<file path="src/rtl/core/uniaxial_plasticity_return_map_assert.svh">
`ifndef UNIAXIAL_PLASTICITY_RETURN_MAP_ASSERT_SVH
`define UNIAXIAL_PLASTICITY_RETURN_MAP_ASSERT_SVH

// same-cycle implication
`define UPR_ASSERT_NOW(lbl, clk, rstn, ante, cons, msg) \
    lbl: assert property (@(posedge clk) disable iff (!rstn) (ante) |-> (cons)) \
        else $error(msg);

// next-cycle implication
`define UPR_ASSERT_NEXT(lbl, clk, rstn, ante, cons, msg) \
    lbl: assert property (@(posedge clk) disable iff (!rstn) (ante) |=> (cons)) \
        else $error(msg);

`endif

</file>
<file path="src/rtl/core/upr_pkg.sv">
package upr_pkg;

    localparam int MOD_W   = 47;
    localparam int MUL_W   = 50;
    localparam int DEN_W   = 50;
    localparam int QUO_W   = 47;
    localparam int IDX_W   = 3;

    localparam logic [IDX_W-1:0] REG_ELASTIC   = 3'd0;
    localparam logic [IDX_W-1:0] REG_YIELD     = 3'd1;
    localparam logic [IDX_W-1:0] REG_ISOTROPIC = 3'd2;
    localparam logic [IDX_W-1:0] REG_KINEMATIC = 3'd3;
    localparam logic [IDX_W-1:0] REG_VISCOUS   = 3'd4;

    typedef enum logic [1:0] {
        OP_TRIAL  = 2'd0,
        OP_COMMIT = 2'd1,
        OP_CLEAR  = 2'd2
    } op_t;

    typedef enum logic [2:0] {
        S_IDLE,
        S_M1,
        S_X,
        S_F,
        S_G,
        S_GW,
        S_CW,
        S_DONE
    } state_t;

    typedef struct packed {
        logic [1:0]         op;
        logic signed [31:0] total_strain;
    } in_t;

    typedef struct packed {
        logic signed [47:0] trial_stress;
        logic [46:0]        trial_tangent;
        logic               yielding;
    } out_t;

    function automatic logic signed [47:0] sat48(input logic signed [52:0] v);
        if (v[52:47] == {6{v[47]}}) begin
            return v[47:0];
        end else if (v[52]) begin
            return {1'b1, 47'b0};
        end else begin
            return {1'b0, {47{1'b1}}};
        end
    endfunction

    function automatic logic signed [31:0] sat32(input logic signed [33:0] v);
        if (v[33:31] == {3{v[31]}}) begin
            return v[31:0];
        end else if (v[33]) begin
            return {1'b1, 31'b0};
        end else begin
            return {1'b0, {31{1'b1}}};
        end
    endfunction

endpackage

</file>
<file path="src/rtl/core/upr_serial_mul.sv">
module upr_serial_mul #(
    parameter int W = upr_pkg::MUL_W
) (
    input  logic           aclk,
    input  logic           aresetn,
    input  logic           start,
    input  logic [W-1:0]   a,
    input  logic [W-1:0]   b,
    output logic           busy,
    output logic [2*W-1:0] product
);

    localparam int CW = $clog2(W + 1);

    logic [W-1:0]  acc_reg;
    logic [W-1:0]  lo_reg;
    logic [W-1:0]  a_reg;
    logic [CW-1:0] cnt_reg;
    logic          busy_reg;
    logic [W:0]    sum;

    // one multiplier bit per cycle, lsb first
    assign sum = {1'b0, acc_reg} + (lo_reg[0] ? {1'b0, a_reg} : '0);

    always_ff @(posedge aclk) begin
        if (!aresetn) begin
            busy_reg <= 1'b0;
            cnt_reg  <= '0;
        end else if (!busy_reg) begin
            if (start) begin
                busy_reg <= 1'b1;
                cnt_reg  <= CW'(W);
                acc_reg  <= '0;
                lo_reg   <= b;
                a_reg    <= a;
            end
        end else begin
            acc_reg <= sum[W:1];
            lo_reg  <= {sum[0], lo_reg[W-1:1]};
            cnt_reg <= cnt_reg - 1'b1;
            if (cnt_reg == CW'(1)) begin
                busy_reg <= 1'b0;
            end
        end
    end

    assign busy    = busy_reg;
    assign product = {acc_reg, lo_reg};

endmodule

</file>
<file path="src/rtl/core/upr_serial_div.sv">
module upr_serial_div #(
    parameter int DW = upr_pkg::DEN_W,
    parameter int QW = upr_pkg::QUO_W
) (
    input  logic                     aclk,
    input  logic                     aresetn,
    input  logic                     start,
    input  logic [DW-1:0]            rem_init,
    input  logic [QW-1:0]            dvd_lo,
    input  logic [$clog2(QW+1)-1:0]  steps,
    input  logic [DW-1:0]            den,
    output logic                     busy,
    output logic [QW-1:0]            quotient
);

    localparam int CW = $clog2(QW + 1);

    logic [DW-1:0] r_reg;
    logic [QW-1:0] sh_reg;
    logic [QW-1:0] q_reg;
    logic [DW-1:0] den_reg;
    logic [CW-1:0] cnt_reg;
    logic          busy_reg;
    logic [DW:0]   t;
    logic [DW+1:0] sub;
    logic          ge;

    // restoring division, one quotient bit per cycle
    assign t   = {r_reg, sh_reg[QW-1]};
    assign sub = {1'b0, t} - {2'b0, den_reg};
    assign ge  = !sub[DW+1];

    always_ff @(posedge aclk) begin
        if (!aresetn) begin
            busy_reg <= 1'b0;
            cnt_reg  <= '0;
        end else if (!busy_reg) begin
            if (start) begin
                busy_reg <= 1'b1;
                cnt_reg  <= steps;
                r_reg    <= rem_init;
                sh_reg   <= dvd_lo;
                den_reg  <= den;
                q_reg    <= '0;
            end
        end else begin
            r_reg   <= ge ? sub[DW-1:0] : t[DW-1:0];
            sh_reg  <= {sh_reg[QW-2:0], 1'b0};
            q_reg   <= {q_reg[QW-2:0], ge};
            cnt_reg <= cnt_reg - 1'b1;
            if (cnt_reg == CW'(1)) begin
                busy_reg <= 1'b0;
            end
        end
    end

    assign busy     = busy_reg;
    assign quotient = q_reg;

endmodule

</file>
<file path="src/rtl/core/uniaxial_plasticity_return_map.sv">
// commit, reset-to-start, unused op and repeated strain go straight to the result state; an
// elastic trial step first runs the multipliers, and a plastic one then also the divider.
// one transaction at a time: the next is taken when the result is issued, and the pace is
// set by the bit-serial multipliers and the divider of a plastic step.
// reset (aresetn low, synchronous) clears the state, configuration, history and the tangent.
module uniaxial_plasticity_return_map (
    input  logic                            aclk,
    input  logic                            aresetn,
    input  logic                            cfg_wr_en,
    input  logic [upr_pkg::IDX_W-1:0]       cfg_index,
    input  logic [upr_pkg::MOD_W-1:0]       cfg_wr_data,
    input  logic                            s_valid,
    output logic                            s_ready,
    input  upr_pkg::in_t                    s_data,
    output logic                            m_valid,
    input  logic                            m_ready,
    output upr_pkg::out_t                   m_data
);

`include "uniaxial_plasticity_return_map_assert.svh"

    localparam int MW = upr_pkg::MUL_W;
    localparam int DW = upr_pkg::DEN_W;
    localparam int QW = upr_pkg::QUO_W;

    upr_pkg::state_t state_reg, state_next;

    logic [46:0] e_reg, sy_reg, hiso_reg, hkin_reg, eta_reg;

    logic signed [31:0] cps_reg, tps_reg, tts_reg;
    logic signed [47:0] cbs_reg, tbs_reg, ts_reg;
    logic [31:0]        chard_reg, thard_reg;
    logic [46:0]        tt_reg;
    logic               flag_reg;

    logic signed [47:0] sw_reg;
    logic [49:0]        radius_reg, den_reg, hsum_reg;
    logic               dneg_reg, neg_reg, gsat_reg;
    logic [48:0]        xmag_reg, f_reg;
    logic [31:0]        gamma_reg;

    logic          m_valid_reg, m_valid_next;
    upr_pkg::out_t m_data_reg;

    logic          accept;
    logic signed [32:0] diff;
    logic [32:0]   dmag;
    logic          same;

    logic              mula_start, mulb_start, div_start;
    logic [MW-1:0]     mulb_a, mulb_b, mula_b;
    logic [2*MW-1:0]   prod_a, prod_b;
    logic              mula_busy, mulb_busy, div_busy;
    logic [DW-1:0]     div_rem;
    logic [QW-1:0]     div_lo, quot;
    logic [$clog2(QW+1)-1:0] div_steps;

    logic [50:0]        mag1, mag3, mag4;
    logic signed [52:0] st1, st3, bs3;
    logic signed [48:0] xsi;
    logic signed [50:0] f;
    logic               elastic;
    logic               gsat;
    logic [31:0]        gamma_w;
    logic signed [33:0] ps3;
    logic [32:0]        hd3;
    logic               units_idle;

    assign accept = s_valid && s_ready;
    assign diff   = $signed({s_data.total_strain[31], s_data.total_strain})
                  - $signed({cps_reg[31], cps_reg});
    assign dmag   = diff[32] ? 33'(-diff) : 33'(diff);
    assign same   = (s_data.total_strain == tts_reg);

    assign units_idle = !mula_busy && !mulb_busy && !div_busy;

    assign mag1 = prod_a[80:30];
    assign st1  = dneg_reg ? -$signed({2'b0, mag1}) : $signed({2'b0, mag1});
    assign xsi  = $signed({sw_reg[47], sw_reg}) - $signed({cbs_reg[47], cbs_reg});
    assign f    = $signed({2'b0, xmag_reg}) - $signed({1'b0, radius_reg});
    assign elastic = f[50] || ((f == '0) && (e_reg == '0));
    assign gsat = (den_reg == '0) || ({3'b0, f_reg} >= {den_reg, 2'b00});
    assign gamma_w = gsat_reg ? 32'hFFFF_FFFF : quot[31:0];

    assign mag3 = prod_a[80:30];
    assign mag4 = prod_b[80:30];
    assign st3  = neg_reg ? $signed({{5{sw_reg[47]}}, sw_reg}) + $signed({2'b0, mag3})
                          : $signed({{5{sw_reg[47]}}, sw_reg}) - $signed({2'b0, mag3});
    assign bs3  = neg_reg ? $signed({{5{cbs_reg[47]}}, cbs_reg}) - $signed({2'b0, mag4})
                          : $signed({{5{cbs_reg[47]}}, cbs_reg}) + $signed({2'b0, mag4});
    assign ps3  = neg_reg ? $signed({{2{cps_reg[31]}}, cps_reg}) - $signed({2'b0, gamma_reg})
                          : $signed({{2{cps_reg[31]}}, cps_reg}) + $signed({2'b0, gamma_reg});
    assign hd3  = {1'b0, chard_reg} + {1'b0, gamma_reg};

    always_comb begin
        state_next   = state_reg;
        m_valid_next = m_valid_reg && !m_ready;
        s_ready      = (state_reg == upr_pkg::S_IDLE);
        mula_start   = 1'b0;
        mulb_start   = 1'b0;
        div_start    = 1'b0;
        mula_b       = {17'b0, dmag};
        mulb_a       = {3'b0, hiso_reg};
        mulb_b       = {18'b0, chard_reg};
        div_rem      = {3'b0, f_reg[48:2]};
        div_lo       = {f_reg[1:0], 45'b0};
        div_steps    = ($clog2(QW+1))'(32);
        unique case (state_reg)
            upr_pkg::S_IDLE: begin
                if (accept) begin
                    if (s_data.op == upr_pkg::OP_TRIAL && !same) begin
                        mula_start = 1'b1;
                        mulb_start = 1'b1;
                        state_next = upr_pkg::S_M1;
                    end else begin
                        state_next = upr_pkg::S_DONE;
                    end
                end
            end
            upr_pkg::S_M1: begin
                if (units_idle) begin
                    state_next = upr_pkg::S_X;
                end
            end
            upr_pkg::S_X: begin
                state_next = upr_pkg::S_F;
            end
            upr_pkg::S_F: begin
                state_next = elastic ? upr_pkg::S_DONE : upr_pkg::S_G;
            end
            upr_pkg::S_G: begin
                mulb_a     = {3'b0, e_reg};
                mulb_b     = hsum_reg;
                mulb_start = 1'b1;
                div_start  = !gsat;
                state_next = upr_pkg::S_GW;
            end
            upr_pkg::S_GW: begin
                mula_b    = {18'b0, gamma_w};
                mulb_a    = {3'b0, hkin_reg};
                mulb_b    = {18'b0, gamma_w};
                div_rem   = {1'b0, prod_b[95:47]};
                div_lo    = prod_b[46:0];
                div_steps = ($clog2(QW+1))'(QW);
                if (units_idle) begin
                    mula_start = 1'b1;
                    mulb_start = 1'b1;
                    div_start  = 1'b1;
                    state_next = upr_pkg::S_CW;
                end
            end
            upr_pkg::S_CW: begin
                if (units_idle) begin
                    state_next = upr_pkg::S_DONE;
                end
            end
            upr_pkg::S_DONE: begin
                if (!m_valid_reg || m_ready) begin
                    m_valid_next = 1'b1;
                    state_next   = upr_pkg::S_IDLE;
                end
            end
            default: state_next = upr_pkg::S_IDLE;
        endcase
    end

    always_ff @(posedge aclk) begin
        if (!aresetn) begin
            state_reg   <= upr_pkg::S_IDLE;
            m_valid_reg <= 1'b0;
        end else begin
            state_reg   <= state_next;
            m_valid_reg <= m_valid_next;
        end
    end

    always_ff @(posedge aclk) begin
        if (state_reg == upr_pkg::S_DONE && (!m_valid_reg || m_ready)) begin
            m_data_reg <= '{trial_stress: ts_reg, trial_tangent: tt_reg, yielding: flag_reg};
        end
    end

    always_ff @(posedge aclk) begin
        if (!aresetn) begin
            e_reg     <= '0;
            sy_reg    <= '0;
            hiso_reg  <= '0;
            hkin_reg  <= '0;
            eta_reg   <= '0;
            cps_reg   <= '0;
            cbs_reg   <= '0;
            chard_reg <= '0;
            tps_reg   <= '0;
            tbs_reg   <= '0;
            thard_reg <= '0;
            tts_reg   <= '0;
            ts_reg    <= '0;
            tt_reg    <= '0;
            flag_reg  <= 1'b0;
        end else begin
            if (cfg_wr_en) begin
                unique case (cfg_index)
                    upr_pkg::REG_ELASTIC:   e_reg    <= cfg_wr_data;
                    upr_pkg::REG_YIELD:     sy_reg   <= cfg_wr_data;
                    upr_pkg::REG_ISOTROPIC: hiso_reg <= cfg_wr_data;
                    upr_pkg::REG_KINEMATIC: hkin_reg <= cfg_wr_data;
                    upr_pkg::REG_VISCOUS:   eta_reg  <= cfg_wr_data;
                    default: ;
                endcase
            end
            unique case (state_reg)
                upr_pkg::S_IDLE: begin
                    if (accept) begin
                        unique case (s_data.op)
                            upr_pkg::OP_TRIAL: begin
                                if (!same) begin
                                    tts_reg  <= s_data.total_strain;
                                    dneg_reg <= diff[32];
                                end
                            end
                            upr_pkg::OP_COMMIT: begin
                                cps_reg   <= tps_reg;
                                cbs_reg   <= tbs_reg;
                                chard_reg <= thard_reg;
                            end
                            upr_pkg::OP_CLEAR: begin
                                cps_reg   <= '0;
                                cbs_reg   <= '0;
                                chard_reg <= '0;
                                tps_reg   <= '0;
                                tbs_reg   <= '0;
                                thard_reg <= '0;
                                tts_reg   <= '0;
                                ts_reg    <= '0;
                                tt_reg    <= e_reg;
                                flag_reg  <= 1'b0;
                            end
                            default: ;
                        endcase
                    end
                end
                upr_pkg::S_M1: begin
                    if (units_idle) begin
                        sw_reg     <= upr_pkg::sat48(st1);
                        radius_reg <= {3'b0, sy_reg} + mag4[49:0];
                        hsum_reg   <= {3'b0, hiso_reg} + {3'b0, hkin_reg} + {3'b0, eta_reg};
                        den_reg    <= {3'b0, e_reg} + {3'b0, hiso_reg}
                                    + {3'b0, hkin_reg} + {3'b0, eta_reg};
                    end
                end
                upr_pkg::S_X: begin
                    neg_reg  <= xsi[48];
                    xmag_reg <= xsi[48] ? 49'(-xsi) : 49'(xsi);
                end
                upr_pkg::S_F: begin
                    f_reg <= f[48:0];
                    if (elastic) begin
                        ts_reg    <= sw_reg;
                        tt_reg    <= e_reg;
                        tps_reg   <= cps_reg;
                        tbs_reg   <= cbs_reg;
                        thard_reg <= chard_reg;
                        flag_reg  <= 1'b0;
                    end
                end
                upr_pkg::S_G: begin
                    gsat_reg <= gsat;
                end
                upr_pkg::S_GW: begin
                    if (units_idle) begin
                        gamma_reg <= gamma_w;
                    end
                end
                upr_pkg::S_CW: begin
                    if (units_idle) begin
                        ts_reg    <= upr_pkg::sat48(st3);
                        tbs_reg   <= upr_pkg::sat48(bs3);
                        tps_reg   <= upr_pkg::sat32(ps3);
                        thard_reg <= hd3[32] ? 32'hFFFF_FFFF : hd3[31:0];
                        tt_reg    <= (den_reg == '0) ? '0 : quot;
                        flag_reg  <= 1'b1;
                    end
                end
                upr_pkg::S_DONE: ;
                default: ;
            endcase
        end
    end

    upr_serial_mul #(.W(MW)) u_mul_a (
        .aclk    (aclk),
        .aresetn (aresetn),
        .start   (mula_start),
        .a       ({3'b0, e_reg}),
        .b       (mula_b),
        .busy    (mula_busy),
        .product (prod_a)
    );

    upr_serial_mul #(.W(MW)) u_mul_b (
        .aclk    (aclk),
        .aresetn (aresetn),
        .start   (mulb_start),
        .a       (mulb_a),
        .b       (mulb_b),
        .busy    (mulb_busy),
        .product (prod_b)
    );

    upr_serial_div #(.DW(DW), .QW(QW)) u_div (
        .aclk     (aclk),
        .aresetn  (aresetn),
        .start    (div_start),
        .rem_init (div_rem),
        .dvd_lo   (div_lo),
        .steps    (div_steps),
        .den      (den_reg),
        .busy     (div_busy),
        .quotient (quot)
    );

    assign m_valid = m_valid_reg;
    assign m_data  = m_data_reg;

    `UPR_ASSERT_NOW(a_idle_units, aclk, aresetn, state_reg == upr_pkg::S_IDLE,
        units_idle, "arithmetic unit busy while idle")
    `UPR_ASSERT_NEXT(a_commit_done, aclk, aresetn,
        accept && s_data.op == upr_pkg::OP_COMMIT,
        state_reg == upr_pkg::S_DONE, "commit did not go straight to result")
    `UPR_ASSERT_NOW(a_hardening_grows, aclk, aresetn, flag_reg,
        thard_reg >= chard_reg, "trial hardening below committed in plastic state")

endmodule
</file>
<file path="config.mk">
export PLATFORM = sky130hd
export DESIGN_NAME = uniaxial_plasticity_return_map
export DESIGN_NICKNAME = d
export VERILOG_FILES = /design/src/rtl/core/upr_pkg.sv /design/src/rtl/core/upr_serial_mul.sv /design/src/rtl/core/upr_serial_div.sv /design/src/rtl/core/uniaxial_plasticity_return_map.sv
export VERILOG_INCLUDE_DIRS = /design/src /design/src/rtl/core
export SDC_FILE = /design/constraint.sdc
export NUM_CORES = 2
export LEC_CHECK = 0
export BUFFER_PORTS_ARGS = -buffer_cell sky130_fd_sc_hd__clkbuf_2
export CELL_PAD_IN_SITES_DETAIL_PLACEMENT = 0
export CELL_PAD_IN_SITES_GLOBAL_PLACEMENT = 1
export CORE_MARGIN = 8
export CORE_UTILIZATION = 45
export CTS_CLUSTER_SIZE = 24
export DETAILED_ROUTE_END_ITERATION = 8
export PLACE_DENSITY_LB_ADDON = 0.05
export SKIP_LAST_GASP = 1
export SYNTH_ARGS = -nofsm -noshare
export SYNTH_HDL_FRONTEND = slang
export SYNTH_SLANG_ARGS = --single-unit
</file>
<file path="constraint.sdc">
create_clock -name aclk -period 23.6 [get_ports aclk]
set_input_delay 2.36 -clock aclk [delete_from_list [all_inputs] [get_ports aclk]]
set_output_delay 2.36 -clock aclk [all_outputs]
set_load 0.02 [all_outputs]
</file>
==> impl_results.md <==
* Final Non-Filler Cells at 13900
* CP bufs+invs at 1
* ANT nets after route at 0
* Total Neg Setup Slack at 0 ns
* Main synth FF type: edfxtp_1
* Max Cap Violations at 0
* Highest-count cells in the layout ignoring fill and taps: nand2_1 (1269), a21oi_1 (1199), edfxtp_1 (912)
* Final Max Tran Viols at 0
* RSZ-0062 raised after global routing: false
* Hold Path Class: reg2reg
* Flops & latches, synth at 1524
* Routing usage on met3 at 7.12%
* Fin crit share at 32.4%
* Post-placement cell area at 0.103 sq mm
* Cells after DPL at 13600
* # DRC at 0
* Max incr delay on CP at 0.57 ns
* Slew margin rel. at 9.18%
* Multi-input logic area at 0.0556 sq mm
* Worst Tran Pin Value at 1.36 ns
* WP data arrival at 8.42 ns
* Vias/cell at 5.97
* Initial antenna violation count at 58
* Total clock sinks at 1524
* Maximum level of the CTS H-tree at 4
* Syn avg cell area at 9.10 sq um
* Startpoint types: flip-flop
* Max reg flops at 96
* Grt peak-use layer: met2
* Synth async-reset ratio at 0%
* Post-Syn Nets at 11800
* Worst EP required at 24.38 ns
* CTS max path bufs at 3
* Total die area at 0.235 sq mm
* Pwr dens at 101 mW/mm^2
* Routed wire length at 374000 um
* Via Count at 83200
* P&R area growth vs syn at 10.4%
* Global routing usage on met2 at 48.5%
* Synth Instances at 10900
* Port bufs at 186
* Final setup viols at 0
* Final nets at 11800
* Number of synthesized flops with an enable pin at 912
* Chip height at 485 um
* Number of global-route vias before repair at 79700
* M1 GR Usage at 40.8%
* Share of layout cells above drive strength 1 at 7.37%
* Worst-path clk slew at 0.06 ns
* GRT overflow at 0
* Wire length per cell at 26.9 um
* IO Pins at 187
* Peak VDD IR at 0.0000821 V
* Final clock skew at 0.0548 ns
* Ys Warns at 0
* Endpoints failing hold at 0
* Cell area after layout at 0.109 sq mm
* GPL Wtd Cong at 0.943
* Worst-Skew Late Latency at 0.88 ns
* CP max-delay cell: nor3_1
* Post-CTS Setup Inserts at 0
* Fmax at 0.131 GHz
* Crit path max fanout at 32
* DRT iter0 DRCs at 7921
* Tmin final at 7.64 ns
* Largest net degree at the start of global routing at 166
* Worst Setup Path Type: reg2reg
* Root buf cell: clkbuf_16
* CP Capture Type: flip-flop
* Register area share after synthesis at 40.1%
* Commonest non-fill, non-tap cell in the layout: nand2_1
* Post-synth cell types at 106
* FF+latch area at 0.0397 sq mm
* HPWL after DPL at 283000 um
* Core area at 0.219 sq mm
* Worst path top cell family by delay: simple AND/OR/NAND/NOR gates
* DIE WIDTH at 485 um
* CTS buffer count at 180
* Hold Buf Count CTS at 0
* Fill count at 20600
* GRT Total Usage at 30.6%
* Leak pwr at 43.1 nW
* DRT Pass-1 Iters at 6
* Status: completed
* First-pass GRT wire length at 543000 um
* Cell Area, Synth at 0.0990 sq mm
* Placement row count at 172
* CTS tree: yes
* Post_cts resized at 0
* Starting Density at 45.2%
## kinds of logic (layout without fill, tap and decap cells)
group	after synthesis	count (layout)	share of synthesized area (%)
AO/OA/AOI/OAI	3222	3222	20.2
other	0	23	0
AND/OR/NAND/NOR	3448	3448	16.6
flip-flops	1524	1524	40.1
multiplexers	107	107	1.10
adder cells (fa/ha/maj)	799	799	11.3
XOR/XNOR	770	770	6.81
buffers and inverters	1001	1159	3.96
## worst paths after layout
path | from | slack [ns] | to | cells after the start
worst min register to register | ts_reg[12]$_SDFFE_PN0P_ | 0.43 | m_data[60]$_DFFE_PP_ | 0
worst max-delay path | u_mul_b.lo_reg[32]$_DFFE_PP_ | 15.96 | tbs_reg[46]$_SDFFE_PN0P_ | 25
worst max register to register | u_mul_b.lo_reg[32]$_DFFE_PP_ | 15.96 | tbs_reg[46]$_SDFFE_PN0P_ | 25
worst min-delay path | ts_reg[12]$_SDFFE_PN0P_ | 0.43 | m_data[60]$_DFFE_PP_ | 0
## synth_stat cells, types with 162 or more instances
cell         n  area share, %
a21oi_1   1200            6.1
a21o_1     376            2.9
nand2_1   1272            4.8
dfxtp_1    612             12
inv_1      468            1.8
nand3_1    203            1.0
ha_1       646            8.2
xnor2_1    491            4.3
nor2_1     749            2.8
and2_1     263            1.7
edfxtp_1   912             28
xor2_1     279            2.5
nor3_1     162           0.82
o21ai_0    696            3.5
clkbuf_1   446            1.7
## routing by layer
layer / up-vias / share of wire (%)
met1: 40700 / 43
met3: 589 / 8.0
met4: 26 / 4.0
met5: - / 0.050
met2: 2706 / 45
li1: 39200 / -
## cell type report
class	count	share of cell area, %
Sequential cell	1524	36.3
Inverter	470	1.62
Multi-Input combinational cell	8346	50.9
Tap cell	2871	3.29
Timing Repair Buffer	350	2.03
Clock buffer	239	4.55
Clock inverter	100	1.24
Antenna cell	23	0.0527
## through the flow
step | setup slack [ns] | power, mW | hold WS (ns) | utilization, %
2_1_floorplan | 9.51 | 6.69 | 0.403 | -
3_3_place_gp | 15.69 | 8.06 | 0.414 | 47.0
3_5_place_dp | 15.71 | 8.07 | 0.412 | 47.0
4_1_cts | 16.07 | 11.1 | 0.430 | 49.8
5_1_grt | 15.48 | 11.6 | 0.443 | 49.9
6_report | 15.96 | 11.1 | 0.431 | 49.9
## report_power, final
part           internal [mW]  switching, mW
clock                   1.72           1.26
combinational           1.45           2.76
sequential              3.50          0.373
Note: power is estimated with default switching activity, not from simulation.
